--- config.mk ---
export PLATFORM = sky130hd
export DESIGN_NAME = occlusion_aware_line_rmse_top
export DESIGN_NICKNAME = d
export VERILOG_FILES = /design/src/rtl/oalr_pkg.sv /design/src/rtl/oalr_front.sv /design/src/rtl/oalr_queue.sv /design/src/rtl/oalr_back.sv /design/src/rtl/occlusion_aware_line_rmse_top.sv
export SDC_FILE = /design/constraint.sdc
export NUM_CORES = 1
export LEC_CHECK = 0
export BUFFER_PORTS_ARGS = -buffer_cell sky130_fd_sc_hd__buf_2
export CAP_MARGIN = 20
export CORE_MARGIN = 2
export CORE_UTILIZATION = 30
export DETAILED_ROUTE_END_ITERATION = 16
export PLACE_DENSITY = 0.47
export SLEW_MARGIN = 30
export SYNTH_ARGS = -nofsm -noshare
export SYNTH_HDL_FRONTEND = slang
export SYNTH_SLANG_ARGS = --single-unit
--- constraint.sdc ---
create_clock -name clk -period 14.7 [get_ports clk]
set_input_delay 2.205 -clock clk [delete_from_list [all_inputs] [get_ports clk]]
set_output_delay 2.205 -clock clk [all_outputs]
set_load 0.01 [all_outputs]
--- src/rtl/oalr_pkg.sv ---
`timescale 1ns / 1ps
// ----------------------------------------------------------------------------
// oalr_pkg
// Shared types and constants for the occlusion aware line rmse matcher.
// ----------------------------------------------------------------------------
package oalr_pkg;

  localparam int FRAC_BITS = 8;

  localparam int ERR_W  = 48;
  localparam int LINE_W = 11;
  localparam int SEEN_W = 12;
  localparam int DROP_W = 11;
  localparam int MAG_W  = 16;
  localparam int PROD_W = 2 * MAG_W;

  localparam int Q_DEPTH = 4;
  localparam int Q_AW    = $clog2(Q_DEPTH);

  // status codes of one side of a line
  localparam logic [1:0] ST_UNKNOWN = 2'd0;
  localparam logic [1:0] ST_EMPTY   = 2'd1;
  localparam logic [1:0] ST_VALUE   = 2'd2;

  // result when no line entered the mean: 100.0, saturated to 16 bits
  localparam longint RMS_RAW = longint'(100) << FRAC_BITS;
  localparam logic [15:0] RMS_EMPTY = (RMS_RAW > 65535) ? 16'hFFFF : 16'(RMS_RAW);

  typedef struct packed {
    logic signed [15:0] range_a;
    logic [1:0]         state_a;
    logic signed [15:0] range_b;
    logic [1:0]         state_b;
    logic [15:0]        line_len;
    logic               last_line;
  } in_item_t;

  typedef struct packed {
    logic [15:0] rms_error;
    logic [16:0] known_fraction;
  } out_item_t;

  // classified line, as queued between front and back
  typedef struct packed {
    logic [MAG_W-1:0] mag;
    logic             add_err;
    logic             cnt_line;
    logic [1:0]       seen_n;
    logic             drop;
    logic             last;
  } line_op_t;

  typedef struct packed {
    logic full;
    logic empty;
  } q_status_t;

endpackage

--- src/rtl/oalr_front.sv ---
`timescale 1ns / 1ps
// ----------------------------------------------------------------------------
// oalr_front
// Takes line transactions and sorts them by the occlusion rules into
// queue entries.
// ----------------------------------------------------------------------------
module oalr_front (
  input  logic                 in_valid,
  output logic                 in_stall,
  input  oalr_pkg::in_item_t   in_data,
  input  oalr_pkg::q_status_t  q_st,
  output logic                 q_push,
  output oalr_pkg::line_op_t   q_wdata
);

  logic signed [16:0] diff;
  logic               neg;
  logic               pos;
  logic [16:0]        abs_diff;
  logic [1:0]         sa;
  logic [1:0]         sb;

  assign in_stall = q_st.full;
  assign q_push   = in_valid && !q_st.full;

  assign sa       = in_data.state_a;
  assign sb       = in_data.state_b;
  assign diff     = 17'({in_data.range_a[15], in_data.range_a}) -
                    17'({in_data.range_b[15], in_data.range_b});
  assign neg      = diff[16];
  assign pos      = !neg && (diff != 17'sd0);
  assign abs_diff = neg ? 17'(-diff) : 17'(diff);

  always_comb begin
    q_wdata          = '0;
    q_wdata.last     = in_data.last_line;
    q_wdata.mag      = abs_diff[15:0];
    priority if (sa == oalr_pkg::ST_UNKNOWN && sb == oalr_pkg::ST_VALUE) begin
      q_wdata.seen_n   = 2'd1;
      q_wdata.add_err  = neg;
      q_wdata.cnt_line = neg;
      q_wdata.drop     = !neg;
    end else if (sb == oalr_pkg::ST_UNKNOWN && sa == oalr_pkg::ST_VALUE) begin
      q_wdata.seen_n   = 2'd1;
      q_wdata.add_err  = pos;
      q_wdata.cnt_line = pos;
      q_wdata.drop     = !pos;
    end else if ((sa == oalr_pkg::ST_VALUE && sb == oalr_pkg::ST_EMPTY) ||
                 (sa == oalr_pkg::ST_EMPTY && sb == oalr_pkg::ST_VALUE)) begin
      q_wdata.mag      = in_data.line_len;
      q_wdata.add_err  = 1'b1;
      q_wdata.cnt_line = 1'b1;
      q_wdata.seen_n   = 2'd1;
    end else if (sa == oalr_pkg::ST_EMPTY && sb == oalr_pkg::ST_EMPTY) begin
      q_wdata.cnt_line = 1'b1;
    end else if (sa == oalr_pkg::ST_VALUE && sb == oalr_pkg::ST_VALUE) begin
      q_wdata.add_err  = 1'b1;
      q_wdata.cnt_line = 1'b1;
      q_wdata.seen_n   = 2'd2;
    end else begin
      // ignored pair: only the last mark travels on
      q_wdata.mag      = '0;
    end
  end

endmodule

--- src/rtl/oalr_queue.sv ---
`timescale 1ns / 1ps
// ----------------------------------------------------------------------------
// oalr_queue
// Short first-in first-out queue of classified lines between front and back.
// ----------------------------------------------------------------------------
module oalr_queue (
  input  logic                clk,
  input  logic                rst_n,
  input  logic                push,
  input  oalr_pkg::line_op_t  wdata,
  input  logic                pop,
  output oalr_pkg::line_op_t  rdata,
  output oalr_pkg::q_status_t status
);

  oalr_pkg::line_op_t         ent_r [oalr_pkg::Q_DEPTH];
  logic [oalr_pkg::Q_AW-1:0]  wr_ptr_r;
  logic [oalr_pkg::Q_AW-1:0]  rd_ptr_r;
  logic [oalr_pkg::Q_AW:0]    count_r;
  logic [oalr_pkg::Q_AW:0]    count_nxt;

  assign status.full  = (count_r == (oalr_pkg::Q_AW + 1)'(oalr_pkg::Q_DEPTH));
  assign status.empty = (count_r == '0);
  assign rdata        = ent_r[rd_ptr_r];

  always_comb begin
    count_nxt = count_r;
    if (push && !pop) begin
      count_nxt = count_r + 1'b1;
    end else if (pop && !push) begin
      count_nxt = count_r - 1'b1;
    end
  end

  always_ff @(posedge clk) begin
    if (!rst_n) begin
      wr_ptr_r <= '0;
      rd_ptr_r <= '0;
      count_r  <= '0;
    end else begin
      count_r <= count_nxt;
      if (push) begin
        wr_ptr_r <= wr_ptr_r + 1'b1;
      end
      if (pop) begin
        rd_ptr_r <= rd_ptr_r + 1'b1;
      end
    end
  end

  always_ff @(posedge clk) begin
    if (push) begin
      ent_r[wr_ptr_r] <= wdata;
    end
  end

endmodule

--- src/rtl/oalr_back.sv ---
`timescale 1ns / 1ps
// ----------------------------------------------------------------------------
// oalr_back
// Squares and accumulates queued lines; on the last line runs the serial
// divides and square root and holds the result for the output channel.
// ----------------------------------------------------------------------------
module oalr_back (
  input  logic                clk,
  input  logic                rst_n,
  input  oalr_pkg::q_status_t q_st,
  input  oalr_pkg::line_op_t  q_rdata,
  output logic                q_pop,
  output logic                out_valid,
  input  logic                out_stall,
  output oalr_pkg::out_item_t out_data
);

  localparam logic [2:0] S_RUN   = 3'd0;
  localparam logic [2:0] S_START = 3'd1;
  localparam logic [2:0] S_DIV   = 3'd2;
  localparam logic [2:0] S_SQRT  = 3'd3;
  localparam logic [2:0] S_FLOAD = 3'd4;
  localparam logic [2:0] S_FRAC  = 3'd5;
  localparam logic [2:0] S_OUT   = 3'd6;

  localparam int DIV_STEPS  = oalr_pkg::ERR_W;
  localparam int SQRT_STEPS = oalr_pkg::ERR_W / 2;
  localparam int CNT_W      = $clog2(DIV_STEPS);
  localparam int DEN_W      = oalr_pkg::SEEN_W;
  localparam int ROOT_W     = SQRT_STEPS;
  localparam int SREM_W     = ROOT_W + 1;

  logic [2:0]                   st_r;

  // square stage
  logic                         p_vld_r;
  oalr_pkg::line_op_t           p_op_r;
  logic [oalr_pkg::PROD_W-1:0]  prod_r;

  // accumulators
  logic [oalr_pkg::ERR_W-1:0]   err_r;
  logic [oalr_pkg::LINE_W-1:0]  lines_r;
  logic [oalr_pkg::SEEN_W-1:0]  seen_r;
  logic [oalr_pkg::DROP_W-1:0]  drop_r;
  logic [oalr_pkg::ERR_W:0]     err_sum;
  logic [oalr_pkg::SEEN_W:0]    seen_sum;
  logic [oalr_pkg::ERR_W-1:0]   err_nxt;
  logic [oalr_pkg::LINE_W-1:0]  lines_nxt;
  logic [oalr_pkg::SEEN_W-1:0]  seen_nxt;
  logic [oalr_pkg::DROP_W-1:0]  drop_nxt;

  // shared restoring divider
  logic [oalr_pkg::ERR_W-1:0]   dv_num_r;
  logic [DEN_W-1:0]             dv_den_r;
  logic [DEN_W-1:0]             dv_rem_r;
  logic [DEN_W:0]               dv_sh;
  logic                         dv_ge;
  logic [DEN_W:0]               dv_sub;
  logic [oalr_pkg::ERR_W-1:0]   dv_num_nxt;
  logic [CNT_W-1:0]             cnt_r;

  // digit-by-digit square root
  logic [oalr_pkg::ERR_W-1:0]   sq_val_r;
  logic [SREM_W-1:0]            sq_rem_r;
  logic [ROOT_W-1:0]            sq_root_r;
  logic [SREM_W+1:0]            sq_sh;
  logic [SREM_W+1:0]            sq_trial;
  logic                         sq_ge;
  logic [SREM_W+1:0]            sq_sub;
  logic [ROOT_W-1:0]            sq_root_nxt;

  logic [oalr_pkg::SEEN_W-1:0]  kept;

  logic [15:0]                  rms_r;
  logic [16:0]                  frac_r;

  assign q_pop = (st_r == S_RUN) && !q_st.empty && !(p_vld_r && p_op_r.last);

  assign out_valid               = (st_r == S_OUT);
  assign out_data.rms_error      = rms_r;
  assign out_data.known_fraction = frac_r;

  // accumulate with saturation
  always_comb begin
    err_sum   = {1'b0, err_r} +
                (p_op_r.add_err ? (oalr_pkg::ERR_W + 1)'(prod_r) : '0);
    err_nxt   = err_sum[oalr_pkg::ERR_W] ? '1 : err_sum[oalr_pkg::ERR_W-1:0];
    seen_sum  = {1'b0, seen_r} + (oalr_pkg::SEEN_W + 1)'(p_op_r.seen_n);
    seen_nxt  = seen_sum[oalr_pkg::SEEN_W] ? '1 : seen_sum[oalr_pkg::SEEN_W-1:0];
    lines_nxt = (p_op_r.cnt_line && !(&lines_r)) ? lines_r + 1'b1 : lines_r;
    drop_nxt  = (p_op_r.drop && !(&drop_r)) ? drop_r + 1'b1 : drop_r;
  end

  always_comb begin
    dv_sh      = {dv_rem_r, dv_num_r[oalr_pkg::ERR_W-1]};
    dv_ge      = (dv_sh >= {1'b0, dv_den_r});
    dv_sub     = dv_sh - {1'b0, dv_den_r};
    dv_num_nxt = {dv_num_r[oalr_pkg::ERR_W-2:0], dv_ge};
  end

  always_comb begin
    sq_sh       = {sq_rem_r, sq_val_r[oalr_pkg::ERR_W-1 -: 2]};
    sq_trial    = {1'b0, sq_root_r, 2'b01};
    sq_ge       = (sq_sh >= sq_trial);
    sq_sub      = sq_sh - sq_trial;
    sq_root_nxt = {sq_root_r[ROOT_W-2:0], sq_ge};
  end

  assign kept = (oalr_pkg::SEEN_W)'(drop_r) > seen_r ? '0 :
                seen_r - (oalr_pkg::SEEN_W)'(drop_r);

  always_ff @(posedge clk) begin
    if (!rst_n) begin
      st_r    <= S_RUN;
      p_vld_r <= 1'b0;
      err_r   <= '0;
      lines_r <= '0;
      seen_r  <= '0;
      drop_r  <= '0;
    end else begin
      p_vld_r <= q_pop;
      unique case (st_r)
        S_RUN: begin
          if (p_vld_r) begin
            err_r   <= err_nxt;
            lines_r <= lines_nxt;
            seen_r  <= seen_nxt;
            drop_r  <= drop_nxt;
            if (p_op_r.last) begin
              st_r <= S_START;
            end
          end
        end
        S_START: begin
          st_r <= (lines_r == '0) ? S_FLOAD : S_DIV;
        end
        S_DIV: begin
          if (cnt_r == CNT_W'(DIV_STEPS - 1)) begin
            st_r <= S_SQRT;
          end
        end
        S_SQRT: begin
          if (cnt_r == CNT_W'(SQRT_STEPS - 1)) begin
            st_r <= S_FLOAD;
          end
        end
        S_FLOAD: begin
          st_r <= (seen_r == '0) ? S_OUT : S_FRAC;
        end
        S_FRAC: begin
          if (cnt_r == CNT_W'(DIV_STEPS - 1)) begin
            st_r <= S_OUT;
          end
        end
        S_OUT: begin
          if (!out_stall) begin
            err_r   <= '0;
            lines_r <= '0;
            seen_r  <= '0;
            drop_r  <= '0;
            st_r    <= S_RUN;
          end
        end
        default: begin
          st_r <= S_RUN;
        end
      endcase
    end
  end

  // datapath registers, no reset
  always_ff @(posedge clk) begin
    if (q_pop) begin
      p_op_r <= q_rdata;
      prod_r <= q_rdata.mag * q_rdata.mag;
    end
    unique case (st_r)
      S_START: begin
        cnt_r    <= '0;
        dv_num_r <= err_r;
        dv_den_r <= DEN_W'(lines_r);
        dv_rem_r <= '0;
        if (lines_r == '0) begin
          rms_r <= oalr_pkg::RMS_EMPTY;
        end
      end
      S_DIV: begin
        dv_num_r <= dv_num_nxt;
        dv_rem_r <= dv_ge ? dv_sub[DEN_W-1:0] : dv_sh[DEN_W-1:0];
        if (cnt_r == CNT_W'(DIV_STEPS - 1)) begin
          cnt_r     <= '0;
          sq_val_r  <= dv_num_nxt;
          sq_rem_r  <= '0;
          sq_root_r <= '0;
        end else begin
          cnt_r     <= cnt_r + 1'b1;
        end
      end
      S_SQRT: begin
        cnt_r     <= cnt_r + 1'b1;
        sq_val_r  <= {sq_val_r[oalr_pkg::ERR_W-3:0], 2'b00};
        sq_rem_r  <= sq_ge ? sq_sub[SREM_W-1:0] : sq_sh[SREM_W-1:0];
        sq_root_r <= sq_root_nxt;
        if (cnt_r == CNT_W'(SQRT_STEPS - 1)) begin
          rms_r <= (sq_root_nxt > ROOT_W'(16'hFFFF)) ? 16'hFFFF : sq_root_nxt[15:0];
        end
      end
      S_FLOAD: begin
        cnt_r    <= '0;
        dv_num_r <= oalr_pkg::ERR_W'({kept, 16'h0000});
        dv_den_r <= seen_r;
        dv_rem_r <= '0;
        if (seen_r == '0) begin
          frac_r <= '0;
        end
      end
      S_FRAC: begin
        cnt_r    <= cnt_r + 1'b1;
        dv_num_r <= dv_num_nxt;
        dv_rem_r <= dv_ge ? dv_sub[DEN_W-1:0] : dv_sh[DEN_W-1:0];
        if (cnt_r == CNT_W'(DIV_STEPS - 1)) begin
          frac_r <= dv_num_nxt[16:0];
        end
      end
      default: begin
        cnt_r <= cnt_r;
      end
    endcase
  end

endmodule

--- src/rtl/occlusion_aware_line_rmse_top.sv ---
`timescale 1ns / 1ps
// ----------------------------------------------------------------------------
// occlusion_aware_line_rmse_top
// Line pair matcher: accumulates occlusion aware squared error over an image
// pair and returns the rms error and known point fraction on the last line.
// ----------------------------------------------------------------------------
//  channel  | handshake            | payload
//  ---------+----------------------+-------------------------------------
//  in       | in_valid / in_stall  | in_data  (oalr_pkg::in_item_t)
//  out      | out_valid / out_stall| out_data (oalr_pkg::out_item_t)
//
//  the front takes one line per cycle while the 4-entry queue has room;
//  in its run state the back retires one queued line per cycle (square, then
//  accumulate); a last line then runs a 48-step divide, 24-step square root
//  and 48-step fraction divide, with load states between; the divide and
//  root are skipped when no line was counted, the fraction when no point.
//  rst_n is synchronous and clears the queue, sequencer and accumulators.
//  out_stall holds the result; the front keeps filling the queue meanwhile.
module occlusion_aware_line_rmse_top (
  input  logic                clk,
  input  logic                rst_n,
  input  logic                in_valid,
  output logic                in_stall,
  input  oalr_pkg::in_item_t  in_data,
  output logic                out_valid,
  input  logic                out_stall,
  output oalr_pkg::out_item_t out_data
);

  oalr_pkg::q_status_t q_st;
  oalr_pkg::line_op_t  q_wdata;
  oalr_pkg::line_op_t  q_rdata;
  logic                q_push;
  logic                q_pop;

  oalr_front u_front (
    .in_valid (in_valid),
    .in_stall (in_stall),
    .in_data  (in_data),
    .q_st     (q_st),
    .q_push   (q_push),
    .q_wdata  (q_wdata)
  );

  oalr_queue u_queue (
    .clk    (clk),
    .rst_n  (rst_n),
    .push   (q_push),
    .wdata  (q_wdata),
    .pop    (q_pop),
    .rdata  (q_rdata),
    .status (q_st)
  );

  oalr_back u_back (
    .clk       (clk),
    .rst_n     (rst_n),
    .q_st      (q_st),
    .q_rdata   (q_rdata),
    .q_pop     (q_pop),
    .out_valid (out_valid),
    .out_stall (out_stall),
    .out_data  (out_data)
  );

  a_no_pop_empty: assert property (@(posedge clk) disable iff (!rst_n)
    q_pop |-> !q_st.empty)
    else $error("queue popped while empty");

  a_frac_range: assert property (@(posedge clk) disable iff (!rst_n)
    out_valid |-> (out_data.known_fraction <= 17'h10000))
    else $error("known fraction above one");

  a_reset_quiet: assert property (@(posedge clk)
    !rst_n |=> !out_valid)
    else $error("result offered right after reset");

endmodule

==> run metrics <==
Avg Inst Size Synth 9.89 µm²; GRT Total Usage around 14%; Post-DRT Antenna Nets 0; Syn Inst Count ~3.0k; clock skew around 0.034 ns; most frequent cells in the layout nand2_1 (402), inv_1 (361), edfxtp_1 (333), ha_1 (214), nor2_1 (209); unrepaired setup endpoints after global routing false; Max clock buf depth 3; Worst-Skew Late Latency around 0.61 ns; Final setup viols 0; WP data required roughly 15 ns; Total Wirelength 71,100 µm; largest stage delay on the critical path roughly 0.56 ns; Top FF cell, synth edfxtp_1; Rel. slew slack 44.8%; Rows 115; DR vias/cell around 4.7; f_max between 100 and 150 MHz; ANT cells 0; WL per Instance between 15 and 20 µm; share of layout cells above drive strength 1 9.02%; max-cap viol count 0; PortBufs 91; crit path capture type flop; # resized after CTS 0; Final Util between 30% and 40%; Worst Max-Slew Pin Slew a little over 0.8 ns; largest net degree at the start of global routing 69; Min-Delay Startpoint u_back.drop_r[9]$_SDFFE_PN0P_; Final GP Congestion ~0.8; post-route clock period utilization between 50 and 60%; vias roughly 21k; outcome finished, final reports clean; Synth area leaders edfxtp_1 (33%), fa_1 (11%), ha_1 (8.9%), dfxtp_1 (6.4%), nand2_1 (5.0%); top cell type by total area after synthesis edfxtp_1; core footprint ~0.099 mm²; Die X 320 µm; final net count 3,534; share of flip-flops with an asynchronous set or reset 0%; register area share after synthesis approximately two fifths; total global routing overflow 0; startpoint type of the worst setup path flop; First-pass DRT Iterations 5; worst path arrival time a little under 9 ns; first-pass GRT wire length approximately 120,000 µm; commonest non-fill, non-tap cell in the layout nand2_1; # H-tree levels 2; minimum clock period between 8 and 9 ns; Post-synth EDFFs roughly 330; Yosys warning count 0; kind of critical path flop to flop; Post-CTS Setup Inserts 0; initial antenna violation count 0; CTS buffer count 50; IO Count 92; DRT iter0 DRCs between 1k and 1.5k; DP HPWL about 53,000 µm; vias in the first global route between 20k and 25k; Worst-path clk slew roughly 0.060 ns; Hold Fails Final Rpt 0; worst-path maximum fanout 31; Synth Cell Area roughly 0.03 mm²; Synth cell types 84; # fillers roughly 10k; CTS tree built; Die Footprint around 0.10 mm²; # clock sinks 428; class of the worst hold path flop to flop; Setup TNS 0 ns; syn nets ~3.5k; Clk Tree Root Cell clkbuf_16; Crit-path slowest cell clkinv_1; die height roughly 320 µm; Final Max Tran Viols 0; post-synth top area share about a third; Initial Utilization a little under a third; DRC viols 0; Post-CTS Hold Buffers 0; most frequent cell on the critical path inv_1; FF+latch count, synth 428; area grow syn2layout 12.1%
sequential cells by signal, indices dropped and copies added (netlist names), 16 cells and up, named ones only:
name	cells
u_back.sq_rem_r	25
u_back.prod_r	31
u_back.rms_r	16
u_back.sq_root_r	24
u_back.err_r	48
u_back.dv_num_r	48
u_back.frac_r	17
u_queue.ent_r	88
u_back.sq_val_r	48
layout make-up:
type	count	area (µm²)	area share, %
Clock buffer	63	1330	3.97
Clock inverter	31	323	0.962
Inverter	367	1380	4.11
Multi-Input combinational cell	2120	16300	48.5
Sequential cell	428	11900	35.5
Tap cell	1287	1610	4.80
Timing Repair Buffer	127	726	2.16
cell usage after synthesis, types with 19 or more instances:
master / number
ha_1: 214
mux2_2: 23
xnor2_1: 91
nor2b_1: 23
mux2i_1: 23
a22oi_1: 19
edfxtp_1: 333
nand3_1: 54
and2_1: 65
a21o_1: 53
xor2_1: 62
o21ai_0: 129
clkbuf_1: 88
a21oi_1: 182
nand2_1: 402
nor3_1: 30
nand2b_1: 20
inv_1: 361
a211oi_1: 26
nand4_1: 21
dfxtp_1: 95
and3_1: 44
nor2_1: 210
a22o_1: 37
fa_1: 169
worst max-delay path, delay by kind of cell (launching register included):
kind	cells	cell delay, ns
xor gates and xnor gates	1	0.08
muxes	1	0.39
DFF	1	0.38
adders and majority gates	7	3.20
and+or+nand+nor	3	0.60
AOI/OAI and AO/OA	8	2.09
buffers and inverters	9	1.37
stage by stage:
stage	hold slack, ns	worst slack [ns]	instances	area, µm²
floorplan	0.435	6.42	3026	29900
CTS	0.488	6.27	4423	33500
finish	0.489	6.30	4423	33500
global placement	0.474	6.42	4329	31900
detailed placement	0.482	6.29	4329	31900
global route	0.522	5.73	4423	33500
cells by family after synthesis:
family,count (synthesis),share of synthesized area [%]
flops,428,39.8
fa+ha+maj,383,20.2
mux,55,2.31
simple gates,927,14.2
compound gates,602,13.0
buf+inv,478,6.04
xor+xnor,153,4.48
routing by layer:
metal / wire (µm) / track usage, %
met2: 32400 / 23.2
met5: 0 / 0
met3: 2280 / 1.77
met1: 35200 / 19.6
met4: 1200 / 2.94
final timing paths:
| kind | end | slack, ns | cells after the start |
|---|---|---|---|
| worst min-delay path | u_back.drop_r[10]$_SDFFE_PN0P_ | 0.49 | 2 |
| worst min register to register | u_back.drop_r[10]$_SDFFE_PN0P_ | 0.49 | 2 |
| worst max register to register | u_back.prod_r[31]$_DFFE_PP_ | 6.30 | 29 |
| worst max-delay path | u_back.prod_r[31]$_DFFE_PP_ | 6.30 | 29 |
Power is not shown: default switching activity piles up to over one toggle a cycle in this logic, so the estimate is an artifact.
